$ cat src/design/ssfb_pkg.sv
package ssfb_pkg;

	typedef struct packed {
		logic [15:0]        speed;
		logic [15:0]        rcf;
		logic signed [15:0] temperature;
		logic               show_rcf;
		logic               run_lamp;
		logic               stop_lamp;
	} refresh_req_t;

	typedef struct packed {
		logic [7:0] frame_byte;
		logic       is_command;
		logic       last;
	} frame_req_t;

	// quotients of the shown value and of the temperature magnitude
	typedef struct packed {
		logic [15:0] v;
		logic [12:0] q1;
		logic [9:0]  q2;
		logic [6:0]  q3;
		logic [2:0]  q4;
		logic        show_rcf;
		logic        run_lamp;
		logic        stop_lamp;
		logic        oor;
		logic        neg;
		logic [10:0] m;
		logic [6:0]  tq1;
		logic [3:0]  tq2;
	} quot_t;

	typedef struct packed {
		logic [7:0][7:0] grid;
		logic            run_lamp;
		logic            stop_lamp;
	} frame_t;

	localparam logic [7:0] GLYPH_BLANK = 8'h00;
	localparam logic [7:0] GLYPH_MINUS = 8'h40;
	localparam logic [7:0] SEG_DOT     = 8'h80;
	localparam logic [7:0] LAMP_ON     = 8'h01;

	localparam logic [7:0] CMD_MODE = 8'h03;
	localparam logic [7:0] CMD_AUTO = 8'h40;
	localparam logic [7:0] CMD_ADDR = 8'hC0;
	localparam logic [7:0] CMD_DISP = 8'h8C;

	localparam logic [4:0] CNT_MODE  = 5'd0;
	localparam logic [4:0] CNT_AUTO  = 5'd1;
	localparam logic [4:0] CNT_ADDR  = 5'd2;
	localparam logic [4:0] CNT_FIRST = 5'd3;
	localparam logic [4:0] CNT_DISP  = 5'd19;

	// reciprocal multiplies, exact over the full 16-bit range
	function automatic logic [12:0] div10(input logic [15:0] x);
		logic [32:0] p;
		p = 33'(x) * 33'd52429;
		return p[31:19];
	endfunction

	function automatic logic [9:0] div100(input logic [15:0] x);
		logic [32:0] p;
		p = 33'(x) * 33'd83887;
		return p[32:23];
	endfunction

	function automatic logic [6:0] div1000(input logic [15:0] x);
		logic [32:0] p;
		p = 33'(x) * 33'd67109;
		return p[32:26];
	endfunction

	function automatic logic [2:0] div10000(input logic [15:0] x);
		logic [32:0] p;
		p = 33'(x) * 33'd107375;
		return p[32:30];
	endfunction

	// x - 10*q where q = x/10
	function automatic logic [3:0] rem10(input logic [15:0] x, input logic [15:0] q);
		logic [15:0] r;
		r = x - ((q << 3) + (q << 1));
		return r[3:0];
	endfunction

	function automatic logic [7:0] seg_of(input logic [3:0] d);
		logic [7:0] s;
		case (d)
			4'd0: s = 8'h3f;
			4'd1: s = 8'h06;
			4'd2: s = 8'h5b;
			4'd3: s = 8'h4f;
			4'd4: s = 8'h66;
			4'd5: s = 8'h6d;
			4'd6: s = 8'h7d;
			4'd7: s = 8'h07;
			4'd8: s = 8'h7f;
			4'd9: s = 8'h6f;
			default: s = GLYPH_BLANK;
		endcase
		return s;
	endfunction

endpackage

$ cat src/design/seven_segment_status_frame_builder.sv
// channel  | dir | handshake                      | payload
// refresh  | in  | refresh_valid / refresh_stall  | refresh_req_t: speed, rcf, temperature, lamps
// frame    | out | frame_valid / frame_stall      | frame_req_t: frame_byte, is_command, last
//
// One refresh request yields twenty frame requests, one per cycle when the
// sink does not stall; the byte serializer sets that rate.
// Path from refresh accept to first byte: input reg, quotient reg, frame load.
// The next refresh is taken in while the current frame drains.
// Reset clears all valid flags, the byte counter and the temperature dot flag.
// A stalled frame byte holds; the stall backs up through both pipeline stages.
module seven_segment_status_frame_builder import ssfb_pkg::*; (
	input  logic         clk,
	input  logic         arst_n,
	input  logic         refresh_valid,
	output logic         refresh_stall,
	input  refresh_req_t refresh_data,
	output logic         frame_valid,
	input  logic         frame_stall,
	output frame_req_t   frame_data
);

	// quotient stage: divides by 10/100/1000/10000 via reciprocal multiplies
	logic   quot_valid;
	logic   load;
	quot_t  quot;

	// glyph logic: digits, blanking, temperature rules, dots, transpose
	frame_t frame_next;
	logic   dot_flag;
	logic   dot_flag_next;

	ssfb_quot u_quot (
		.clk           (clk),
		.arst_n        (arst_n),
		.refresh_valid (refresh_valid),
		.refresh_stall (refresh_stall),
		.refresh_data  (refresh_data),
		.quot_valid    (quot_valid),
		.quot_take     (load),
		.quot          (quot)
	);

	// dot flag is the state carried between refreshes; it updates at frame load,
	// in request order, so the next refresh sees the flag this one leaves
	ssfb_glyph u_glyph (
		.quot          (quot),
		.dot_flag      (dot_flag),
		.frame         (frame_next),
		.dot_flag_next (dot_flag_next)
	);

	// frame register and byte counter: commands, grid/lamp pairs, closing command
	ssfb_serial u_serial (
		.clk           (clk),
		.arst_n        (arst_n),
		.load_valid    (quot_valid),
		.load          (load),
		.frame_in      (frame_next),
		.dot_flag_next (dot_flag_next),
		.dot_flag      (dot_flag),
		.frame_valid   (frame_valid),
		.frame_stall   (frame_stall),
		.frame_data    (frame_data)
	);

endmodule

$ cat src/design/ssfb_quot.sv
module ssfb_quot import ssfb_pkg::*; (
	input  logic         clk,
	input  logic         arst_n,
	input  logic         refresh_valid,
	output logic         refresh_stall,
	input  refresh_req_t refresh_data,
	output logic         quot_valid,
	input  logic         quot_take,
	output quot_t        quot
);

	logic         valid_s1;
	refresh_req_t data_s1;
	logic         valid_s2;
	quot_t        quot_s2;
	logic         adv1, adv2;
	quot_t        quot_d;
	logic [15:0]  v;
	logic [15:0]  tm;
	logic [15:0]  m16;

	assign adv2 = !valid_s2 || quot_take;
	assign adv1 = !valid_s1 || adv2;
	assign refresh_stall = !adv1;

	always_comb begin
		v   = data_s1.show_rcf ? data_s1.rcf : data_s1.speed;
		tm  = data_s1.temperature[15] ? 16'(-data_s1.temperature) : data_s1.temperature;
		m16 = {5'd0, tm[10:0]};
		quot_d.v         = v;
		quot_d.q1        = div10(v);
		quot_d.q2        = div100(v);
		quot_d.q3        = div1000(v);
		quot_d.q4        = div10000(v);
		quot_d.show_rcf  = data_s1.show_rcf;
		quot_d.run_lamp  = data_s1.run_lamp;
		quot_d.stop_lamp = data_s1.stop_lamp;
		quot_d.oor       = (data_s1.temperature <= -16'sd260) ||
		                   (data_s1.temperature >= 16'sd1100);
		quot_d.neg       = data_s1.temperature[15];
		quot_d.m         = tm[10:0];
		quot_d.tq1       = 7'(div10(m16));
		quot_d.tq2       = 4'(div100(m16));
	end

	always_ff @(posedge clk or negedge arst_n) begin
		if (!arst_n) begin
			valid_s1 <= 1'b0;
			valid_s2 <= 1'b0;
		end else begin
			if (adv1)
				valid_s1 <= refresh_valid;
			if (adv2)
				valid_s2 <= valid_s1;
		end
	end

	always_ff @(posedge clk) begin
		if (adv1 && refresh_valid)
			data_s1 <= refresh_data;
		if (adv2 && valid_s1)
			quot_s2 <= quot_d;
	end

	assign quot_valid = valid_s2;
	assign quot       = quot_s2;

endmodule

$ cat src/design/ssfb_glyph.sv
module ssfb_glyph import ssfb_pkg::*; (
	input  quot_t  quot,
	input  logic   dot_flag,
	output frame_t frame,
	output logic   dot_flag_next
);

	logic [7:0][7:0] seg;
	logic [3:0]      dig0, dig1, dig2, dig3, dig4;
	logic [3:0]      t_u, t_te, t_h;
	logic            flag;

	always_comb begin
		dig4 = rem10(quot.v, 16'(quot.q1));
		dig3 = rem10(16'(quot.q1), 16'(quot.q2));
		dig2 = rem10(16'(quot.q2), 16'(quot.q3));
		dig1 = rem10(16'(quot.q3), 16'(quot.q4));
		dig0 = 4'(quot.q4);

		// leading blanks: value below 10^(4-d) means the quotient is zero
		seg[0] = (quot.q4 == '0) ? GLYPH_BLANK : seg_of(dig0);
		seg[1] = (quot.q3 == '0) ? GLYPH_BLANK : seg_of(dig1);
		seg[2] = (quot.q2 == '0) ? GLYPH_BLANK : seg_of(dig2);
		seg[3] = (quot.q1 == '0) ? GLYPH_BLANK : seg_of(dig3);
		seg[4] = seg_of(dig4) | (quot.show_rcf ? SEG_DOT : GLYPH_BLANK);

		t_u  = rem10(16'(quot.m), 16'(quot.tq1));
		t_te = rem10(16'(quot.tq1), 16'(quot.tq2));
		t_h  = (quot.tq2 >= 4'd10) ? quot.tq2 - 4'd10 : quot.tq2;

		flag = dot_flag;
		if (quot.oor) begin
			seg[5] = GLYPH_MINUS;
			seg[6] = GLYPH_MINUS;
			seg[7] = GLYPH_MINUS;
		end else if (!quot.neg) begin
			seg[5] = (quot.m < 11'd100) ? GLYPH_BLANK : seg_of(t_h);
			seg[6] = seg_of(t_te);
			seg[7] = seg_of(t_u);
			flag   = 1'b1;
		end else if (quot.m > 11'd100) begin
			// units dropped, no decimal point
			seg[5] = GLYPH_MINUS;
			seg[6] = seg_of(t_h);
			seg[7] = seg_of(t_te);
			flag   = 1'b0;
		end else begin
			seg[5] = GLYPH_MINUS;
			seg[6] = seg_of(t_te);
			seg[7] = seg_of(t_u);
			flag   = 1'b1;
		end
		if (flag)
			seg[6] = seg[6] | SEG_DOT;

		for (int g = 0; g < 8; g++) begin
			for (int d = 0; d < 8; d++) begin
				frame.grid[g][d] = seg[d][g];
			end
		end
		frame.run_lamp  = quot.run_lamp;
		frame.stop_lamp = quot.stop_lamp;
		dot_flag_next   = flag;
	end

endmodule

$ cat src/design/ssfb_serial.sv
module ssfb_serial import ssfb_pkg::*; (
	input  logic       clk,
	input  logic       arst_n,
	input  logic       load_valid,
	output logic       load,
	input  frame_t     frame_in,
	input  logic       dot_flag_next,
	output logic       dot_flag,
	output logic       frame_valid,
	input  logic       frame_stall,
	output frame_req_t frame_data
);

	logic       busy_q;
	logic [4:0] cnt_q;
	frame_t     frame_q;
	logic       dot_q;
	logic       done;
	logic [4:0] idx;
	logic [2:0] g;

	assign done = busy_q && !frame_stall && (cnt_q == CNT_DISP);
	assign load = load_valid && (!busy_q || done);

	always_ff @(posedge clk or negedge arst_n) begin
		if (!arst_n) begin
			busy_q <= 1'b0;
			cnt_q  <= CNT_MODE;
			dot_q  <= 1'b0;
		end else if (load) begin
			busy_q <= 1'b1;
			cnt_q  <= CNT_MODE;
			dot_q  <= dot_flag_next;
		end else if (busy_q && !frame_stall) begin
			if (cnt_q == CNT_DISP)
				busy_q <= 1'b0;
			else
				cnt_q <= cnt_q + 5'd1;
		end
	end

	always_ff @(posedge clk) begin
		if (load)
			frame_q <= frame_in;
	end

	always_comb begin
		idx = cnt_q - CNT_FIRST;
		g   = idx[3:1];
		frame_data.is_command = 1'b0;
		frame_data.last       = 1'b0;
		case (cnt_q)
			CNT_MODE: begin
				frame_data.frame_byte = CMD_MODE;
				frame_data.is_command = 1'b1;
			end
			CNT_AUTO: begin
				frame_data.frame_byte = CMD_AUTO;
				frame_data.is_command = 1'b1;
			end
			CNT_ADDR: begin
				frame_data.frame_byte = CMD_ADDR;
				frame_data.is_command = 1'b1;
			end
			CNT_DISP: begin
				frame_data.frame_byte = CMD_DISP;
				frame_data.is_command = 1'b1;
				frame_data.last       = 1'b1;
			end
			default: begin
				if (!idx[0])
					frame_data.frame_byte = frame_q.grid[g];
				else if ((g == 3'd0 && frame_q.run_lamp) || (g == 3'd1 && frame_q.stop_lamp))
					frame_data.frame_byte = LAMP_ON;
				else
					frame_data.frame_byte = GLYPH_BLANK;
			end
		endcase
	end

	assign frame_valid = busy_q;
	assign dot_flag    = dot_q;

endmodule

$ cat config.mk
export PLATFORM = sky130hd
export DESIGN_NAME = seven_segment_status_frame_builder
export DESIGN_NICKNAME = d
export VERILOG_FILES = /design/src/design/ssfb_pkg.sv /design/src/design/seven_segment_status_frame_builder.sv /design/src/design/ssfb_quot.sv /design/src/design/ssfb_glyph.sv /design/src/design/ssfb_serial.sv
export SDC_FILE = /design/constraint.sdc
export NUM_CORES = 1
export LEC_CHECK = 0
export BUFFER_PORTS_ARGS = -buffer_cell sky130_fd_sc_hd__buf_2
export CORE_MARGIN = 10
export CORE_UTILIZATION = 60
export CTS_CLUSTER_DIAMETER = 40
export CTS_CLUSTER_SIZE = 14
export DETAILED_ROUTE_END_ITERATION = 7
export PLACE_DENSITY = 0.83
export SETUP_SLACK_MARGIN = 0.1
export SLEW_MARGIN = 20
export SYNTH_ARGS = -nofsm -noshare
export SYNTH_HDL_FRONTEND = slang
export SYNTH_HIERARCHICAL = 1
export SYNTH_SLANG_ARGS = --single-unit
$ cat constraint.sdc
create_clock -name clk -period 6.9 [get_ports clk]
set_clock_uncertainty 0.2 [all_clocks]
set_input_delay 1.38 -clock clk [delete_from_list [all_inputs] [get_ports clk]]
set_output_delay 1.38 -clock clk [all_outputs]
set_load 0.02 [all_outputs]
* Word level (Yosys, flattened, before mapping)
Memory sizes are Yosys's and may differ from the RTL's. A register that Yosys moved wholly into a read port is not among the register bits. Index checks and enable logic that the tools add are counted.
Storage, ports and cells: register bits after elaboration 159, memories kept 12, word-level logic and storage cells 145, bits in read-only memories 1288, input bits 55, output and inout port bits 12
Memory list:
- (no name shown) | depth 16, width 7, read ports 1, clocked after memory_dff 1, wr ports 0, line ssfb_pkg.sv:91 | case (d)
- (no name shown) | depth 16, width 7, read ports 1, clocked after memory_dff 1, wr ports 0, line ssfb_pkg.sv:91
- (no name shown) | depth 16, width 7, read ports 1, clocked after memory_dff 1, wr ports 0, line ssfb_pkg.sv:91
- (no name shown) | depth 16, width 7, read ports 1, clocked after memory_dff 0, wr ports 0, line ssfb_pkg.sv:91
- (no name shown) | depth 16, width 7, read ports 1, clocked after memory_dff 0, wr ports 0, line ssfb_pkg.sv:91
- (no name shown) | depth 16, width 7, read ports 1, clocked after memory_dff 0, wr ports 0, line ssfb_pkg.sv:91
- +6 memories
Cells by class: multiplexer cells 24, bitwise operators 1, multipliers 6, reductions and logical operators 28, $lt $le $gt $ge 6, add/sub/neg operators 16, equality and inequality tests 5
Operator list (number):
- $mul A16 B17 Y33 const B | 3
- $mux W24 | 2
- $mul A16 B16 Y32 const B | 1
- $mux W16 | 2
- $mux W8 | 4
- $pmux W8 S4 | 1
- $mul A11 B17 Y27 const B | 1
- $add A4 B4 Y4 | 6
- $bmux W8 S3 | 1
- $sub A4 B4 Y4 | 6
- $mul A11 B16 Y23 const B | 1
- $ge A16 B12 Y1 const B | 1
- $le A16 B10 Y1 const B | 1
- $mux W5 | 3
- $logic_not A13 Y1 | 1
- $gt A11 B7 Y1 const B | 1
- $lt A11 B7 Y1 const B | 1
- $mux W11 | 1
- $neg A11 Y11 | 1
- $logic_not A10 Y1 | 1
- $mux W1 | 9
- $or A8 B8 Y8 | 1
- $logic_and A1 B1 Y1 | 7
- $logic_not A7 Y1 | 1
- 18 further kinds | 29

* Logic depth before layout (Yosys ltp)
Gate-level depths: netlist of run 1.
depth in word-level cells 8, mapped depth 24, depth with buffers taken out 24

* Hierarchy
Netlist of run 1, hierarchy kept.
By module, submodules not included:
- ssfb_quot | cells each 2178, sequential area each 3863.7 sq um, area an instance 24380.9 sq um, instances 1
- ssfb_serial | cells each 164, sequential area each 2157.1 sq um, area an instance 3075.4 sq um, instances 1
- ssfb_glyph | cells each 369, sequential area each 0.0 sq um, area an instance 2607.5 sq um, instances 1

* Least setup slack after synthesis of run 1
OpenSTA, ideal clock, no wires.
kind flip-flop to flip-flop, start register u_quot/data_s1[2] (netlist name), end register u_quot.quot_s2, in the netlist u_quot/quot[28] (data pin), cell stages (with the launch flop) 24, required time 6.442 ns, data arrival time 6.532 ns, library setup time 0.258 ns, path buffers 2, slack -0.090 ns, clock period less this slack 6.990 ns, path through edfxtp_1 buf_6 clkbuf_1 mux2i_1 inv_1 ha_1 inv_1 fa_1 inv_1 ha_1 inv_1 fa_1 inv_1 fa_1 fa_1 ha_1 a2111oi_0 nand2b_1 o211ai_1 a31oi_1 o211ai_1 a31o_2 nor2b_1 xnor2_1
RTL lines:
- start: declaration | line ssfb_quot.sv:13 | refresh_req_t data_s1;
- start signal: assignment | line ssfb_quot.sv:60 | data_s1 <= refresh_data;
- end signal: assignment | line ssfb_quot.sv:62 | quot_s2 <= quot_d;
- end: declaration | line ssfb_quot.sv:15 | quot_t quot_s2;

==> results.yml, run 1 <==
synth:
  avgSynthCellArea_um2: 11.0
  synth_area_mm2: 0.0294
  ys_warn_count: 6
  synthCells: 2675
clock_tree:
  clk_pin_slew_ns: 0.07
  cts_sinks: 187
  ctsHoldBuffers: 0
  cts_buffer_depth: 2
  cts_buffers: 17
  h-tree-depth: 4
  cts_tree: "done"
  cts-root-buf: "clkbuf_16"
  clock_latency_ns: 0.49
drt:
  drtIter0Drc: 1302
  num_vias: 20094
  ant_nets: 0
  finalWirelength_um: 73400
  drcViolationCount: 0
  vias_per_cell: 5.68
  avgRoutedWirePerCell_um: 20.8
  drtPass1Iterations: 5
setup_path:
  cp.required_ns: 6.93
  timing.rr.start: "u_quot/data_s1[2]$_DFFE_PP_"
  crit_family: "adder cells"
  path_buf_inv: 8
  critPathKind: "flip-flop to flip-flop"
  cp_common_cell: "fa_1"
  worstPathCellList: "clkbuf_16 > mux2i_2 > inv_2 > buf_4 > ha_4 > inv_1 > fa_1 > inv_1 > fa_1 > inv_1 > fa_1 > inv_1 > fa_1 > fa_1 > ha_4 > a2111oi_4 > nand2b_1 > o211ai_1 > a31oi_2 > o211ai_1 > buf_4 > a31o_4 > nor2b_4 > xnor2_1"
  worst_r2r_endpoint: "u_quot/quot[28]$_DFFE_PP_"
  rrSetupSlack_ns: 0.21
  crit_path_max_incr_delay_ns: 0.56
  cp_max_fo: 11
  reg2reg_depth: 24
  crit_arrival_ns: 6.72
  critPathSlowestCell: "edfxtp_1"
  start_kind: "flip-flop"
  endpoint_kind: "flip-flop"
pwr:
  ir_worst_vdd_mv: 0.361
  power_mw: 9.83
  power_density_mw_per_mm2: 303
  p_leak_nw: 16.5
hold_path:
  hp-class: "flip-flop to flip-flop"
  min-delay-start: "u_quot/data_s1[1]$_DFFE_PP_"
  hold_path_depth: 0
  min_to: "u_quot/quot[25]$_DFFE_PP_"
die:
  coreArea_mm2: 0.0487
  io_pins: 67
  die_h_um: 241
  rows: 81
  die_area_mm2: 0.0583
  die_w_um: 241
  start_util_pct: 60.4
sta:
  maxSlewViolCount: 0
  tightest_slew_ns: 0.830
  setup_viol: 0
  rsz0062_at_grt: "true"
  fin_crit_sh_pct: 97.0
  period_needed_ns: 6.69
  fmaxAchievable_ghz: 0.149
  slew_headroom_pct: 43.8
  finalHoldViolations: 0
job:
  drv_cap: 0
placement:
  dpl.hpwl_um: 62000
  numPortBuffers: 66
  place_congestion: 1.02
global_routing:
  grtUsageTotal_pct: 26.2
  gr-total-overflow: 0
  antenna_found_initial: 2
  grt_pass1_wl_um: 117000
  grt_max_degree: 71
  grt_pass1_vias: 22041
layout:
  finalNetCount: 3964
  area_delta_synth_final_pct: 10.2
  drive_gt1_share_pct: 12.1
  postLayoutCoreUtil_pct: 66.5
outcome:
  outcome: "finished, final reports clean"
-- area by class of cell --
cell class	count	area, µm²
fill	3525	16300
inverter	686	2580
timing repair buffer	184	1270
antenna	1	2.50
clock buffer	19	443
tap	664	831
clock inverter	13	134
sequential	187	5570
multi-input combinational	1782	21600
-- cell usage in the layout (no fill, tap or decap), types with 21 or more instances in the layout --
master / n
a21o_1: 31
a21oi_1: 73
buf_2: 66
buf_4: 112
edfxtp_1: 178
fa_1: 404
ha_1: 631
inv_1: 664
nand2_1: 64
nand3_1: 44
nor2_1: 81
nor3_1: 21
o21ai_0: 41
xnor2_1: 56
xor2_1: 23
-- power by group --
part | internal (mW) | total [mW] | switching (mW)
Combinational | 3.15 | 7.37 | 4.22
Clock | 0.515 | 0.987 | 0.472
Sequential | 1.41 | 1.47 | 0.0599
-- flip-flops by register name, indices dropped and copies added (netlist names) --
| register | count |
|---|---|
| u_serial/dot_flag | 1 |
| u_serial/frame_q | 66 |
| u_quot/quot_valid | 1 |
| u_quot/valid_s1 | 1 |
| u_quot/data_s1 | 51 |
| u_quot/quot | 61 |
| u_serial/frame_valid | 1 |
| u_serial/cnt_q | 5 |
-- worst max path at each step --
stage,start,end,slack (ns),cells past startpoint
after floorplan,u_quot/data_s1[2]$_DFFE_PP_,u_quot/quot[46]$_DFFE_PP_,0.14,23
after CTS,u_quot/data_s1[2]$_DFFE_PP_,u_quot/quot[46]$_DFFE_PP_,0.1,22
after global routing,u_quot/data_s1[7]$_DFFE_PP_,u_quot/quot[7]$_DFFE_PP_,-0.04,25
after detailed placement,u_quot/data_s1[2]$_DFFE_PP_,u_quot/quot[29]$_DFFE_PP_,-0.15,24
final,u_quot/data_s1[2]$_DFFE_PP_,u_quot/quot[28]$_DFFE_PP_,0.21,24
after global placement,u_quot/data_s1[2]$_DFFE_PP_,u_quot/quot[28]$_DFFE_PP_,0.02,24
-- per-stage QoR --
stage | hold WS (ns) | area [µm²] | setup slack (ns) | cells | setup TNS [ns]
6_report | 0.226 | 32400 | 0.206 | 3536 | 0
4_1_cts | 0.224 | 31800 | 0.0987 | 3515 | 0
3_3_place_gp | 0.202 | 31200 | 0.0247 | 3483 | 0
5_1_grt | 0.232 | 32400 | -0.0390 | 3535 | -0.0454
3_5_place_dp | 0.207 | 31200 | -0.146 | 3483 | -0.304
2_1_floorplan | 0.200 | 29400 | 0.138 | 2680 | 0
-- worst reg2reg max path: cells and delay by family (launching register included) --
kind                       cells  cell delay [ns]
AOI/OAI and AO/OA              5             1.21
adders and majority gates      7             2.79
DFF                            1             0.56
xor gates and xnor gates       1             0.07
and+or+nand+nor                2             0.24
muxes                          1             0.25
buffers and inverters          8             1.12
-- repair_timing --
action,CTS,global route
cloned,0,2
setup endpoints to repair,5,26
pin swaps,1,32
resized for setup,7,100
buffers inserted,0,18
-- metal layers --
layer / track usage [%] / wire length (µm)
met1: 30.1 / 28000
met2: 45.7 / 37000
met5: 0 / 13
met4: 14.2 / 4080
met3: 4.74 / 4250
(Power assumes the default switching activity.)
==> inputs of run 2 (changes only) <==
--- a/config.mk
+++ b/config.mk
@@ -16,5 +16,4 @@
 export SLEW_MARGIN = 20
 export SYNTH_ARGS = -nofsm -noshare
 export SYNTH_HDL_FRONTEND = slang
-export SYNTH_HIERARCHICAL = 1
 export SYNTH_SLANG_ARGS = --single-unit
==> run 2 against run 1 <==
- setup slack worse by 0.068 ns
- register-to-register slack worse by 0.07 ns
- sequential share of layout area down 0.87 points
- utilization up 2.4 points
- hold slack worse by 0.0028 ns
- total power up 39%
- non-clock buffer count up 45
- critical path depth down 3
- clock power up 9%
- cell area up 1.9%
- maximum frequency down 1.0%
- critical endpoint is now u_quot.quot[27]$_DFFE_PP_
==> results.yml, run 2 <==
sta:
  fin_crit_sh_pct: 98.0
  rsz0062_at_grt: "true"
  hold_slack_ns: 0.223
  slew_headroom_pct: 40.9
  setup_viol: 0
  tightest_slew_ns: 0.886
  period_needed_ns: 6.76
  setup_ws_ns: 0.139
  maxSlewViolCount: 0
  finalHoldViolations: 0
  fmaxAchievable_ghz: 0.148
layout:
  layout_common_cells: "inv_1 (626), ha_1 (623), fa_1 (387), edfxtp_1 (172), buf_4 (148)"
  largest_register_ffs: 61
  finalNetCount: 4048
  postLayoutCoreUtil_pct: 68.9
  n_fill_cell: 3309
  area_delta_synth_final_pct: 12.8
  diodes: 0
  drive_gt1_share_pct: 14.4
  final_common_cell: "inv_1"
clock_tree:
  clock_latency_ns: 0.50
  cts_buffer_depth: 2
  clk_pin_slew_ns: 0.09
  cts-root-buf: "clkbuf_16"
  cts_tree: "done"
  cts_buffers: 17
  cts_sinks: 181
  h-tree-depth: 4
drt:
  ant_nets: 0
  drtPass1Iterations: 6
  finalWirelength_um: 75700
  vias_per_cell: 5.78
  avgRoutedWirePerCell_um: 21.2
  num_vias: 20608
  drcViolationCount: 0
  drtIter0Drc: 1610
setup_path:
  endpoint_kind: "flip-flop"
  crit_path_max_incr_delay_ns: 0.56
  worstPathCellList: "buf_12 > mux2i_4 > inv_2 > buf_4 > ha_4 > clkinvlp_4 > fa_1 > fa_1 > fa_1 > inv_1 > fa_1 > fa_1 > ha_1 > and3_1 > a221o_1 > a21o_1 > a21oi_4 > o21bai_1 > a211o_1 > a221oi_2 > xnor2_1"
  cp_max_fo: 8
  crit_family: "adder cells"
  path_buf_inv: 5
  cp.required_ns: 6.94
  start_kind: "flip-flop"
  critPathKind: "flip-flop to flip-flop"
  critPathSlowestCell: "fa_1"
  crit_arrival_ns: 6.80
  cp_common_cell: "fa_1"
synth:
  synth_edf_count: 172
  synth_top_area_cell: "fa_1"
  yosysMostFrequentCell: "inv_1"
  synth_top_area_share_pct: 27.8
  synth-seq-cells: 181
  synth_flop_cell: "edfxtp_1"
  yosysSeqAreaShare_pct: 18.4
  synth_area_mm2: 0.0293
  ys_warn_count: 0
  synthArstFlopShare_pct: 4.97
  syn-num-nets: 3819
  synth.distinct_cells: 61
  synthCells: 2706
  synthTopCellsByArea: "fa_1 (28%), ha_1 (28%), edfxtp_1 (18%)"
  yosys-top-cells-count: "inv_1 (659), ha_1 (651), fa_1 (407)"
  avgSynthCellArea_um2: 10.8
global_routing:
  antenna_found_initial: 0
  grt_max_degree: 62
  grt_pass1_vias: 22058
  grtUsageTotal_pct: 27.1
  gr-total-overflow: 0
  grt_pass1_wl_um: 120000
die:
  die_w_um: 241
  rows: 80
  start_util_pct: 61.1
  die_area_mm2: 0.0580
  die_h_um: 241
  io_pins: 67
  coreArea_mm2: 0.0479
placement:
  dpl.hpwl_um: 62800
  numPortBuffers: 66
  place_ws_ns: -0.469
  place_congestion: 1.04
hold_path:
  hp-class: "flip-flop to flip-flop"
pwr:
  power_density_mw_per_mm2: 413
  power_mw: 13.7
  ir_worst_vdd_mv: 0.672
  p_leak_nw: 16.8
job:
  drv_cap: 0
outcome:
  outcome: "finished, final reports clean"
==> run 2: final timing paths <==
| kind | startpoint | end | slack [ns] | cells past startpoint |
|---|---|---|---|---|
| worst max-delay path | u_quot.data_s1[2]$_DFFE_PP_ | u_quot.quot[27]$_DFFE_PP_ | 0.14 | 21 |
| worst min-delay path | u_quot.quot[25]$_DFFE_PP_ | u_serial.frame_q[1]$_DFFE_PP_ | 0.22 | 0 |
| worst max register to register | u_quot.data_s1[2]$_DFFE_PP_ | u_quot.quot[27]$_DFFE_PP_ | 0.14 | 21 |
| worst min register to register | u_quot.quot[25]$_DFFE_PP_ | u_serial.frame_q[1]$_DFFE_PP_ | 0.22 | 0 |
| max in group asynchronous | arst_n | u_serial.cnt_q[1]$_DFFE_PN0P_ | 5.78 | 1 |
| min in group asynchronous | arst_n | u_serial.cnt_q[2]$_DFFE_PN0P_ | 0.52 | 1 |
==> run 2: repair_timing <==
item | 4_1_cts | 5_1_grt
gates resized for setup | 75 | 102
setup endpoints to repair | 22 | 24
buffers inserted | 19 | 18
pin swaps | 29 | 83
gates cloned | 1 | 0
hold buffers | 0 | 0
==> run 2: area by class of cell <==
class,instances,area [µm²],area share [%]
timing repair buffer,229,1640,4.96
inverter,659,2500,7.56
clock buffer,17,425,1.29
clock inverter,15,220,0.667
sequential,181,5390,16.3
multi-input combinational,1847,22100,66.9
tap,615,769,2.33
==> run 2: kinds of logic after synthesis <==
kind of cell	count (synthesis)	synth area share [%]
flip-flops	181	18.4
adder cells (fa/ha/maj)	1058	55.6
multiplexers	43	1.91
XOR/XNOR	103	3.08
AO/OA/AOI/OAI	332	7.25
buffers and inverters	678	8.72
AND/OR/NAND/NOR	311	4.99
==> run 2: worst register-to-register path, stage by stage, from the launching register on <==
cell and delay [ns]:
edfxtp_1 0.42, buf_12 0.22, mux2i_4 0.31, inv_2 0.09, buf_4 0.18, ha_4 0.29
clkinvlp_4 0.15, fa_1 0.56, fa_1 0.46, fa_1 0.56, inv_1 0.05, fa_1 0.50
fa_1 0.44, ha_1 0.31, and3_1 0.21, a221o_1 0.30, a21o_1 0.19, a21oi_4 0.17
o21bai_1 0.12, a211o_1 0.34, a221oi_2 0.31, xnor2_1 0.12
==> run 2: metrics by stage <==
step / cells / area, µm² / TNS [ns]
finish: 3563 / 33000 / 0
global route: 3563 / 33000 / -0.117
CTS: 3546 / 32500 / 0
detailed placement: 3494 / 31300 / -3.34
global placement: 3494 / 31300 / -2.24
floorplan: 2706 / 29300 / 0
==> run 2: per-layer routing <==
layer	wire length (µm)	global-route usage [%]
met5	0	0
met4	2500	8.76
met3	4620	4.31
met2	37200	45.5
met1	31400	35.4
==> run 2: power by group <==
| part | switching (mW) | leakage (nW) | total (mW) | internal (mW) |
|---|---|---|---|---|
| Sequential | 0.0592 | 1.65 | 1.50 | 1.44 |
| Combinational | 6.17 | 14.8 | 11.1 | 4.90 |
| Clock | 0.572 | 0.310 | 1.08 | 0.511 |
| Total | 6.80 | 16.8 | 13.7 | 6.86 |
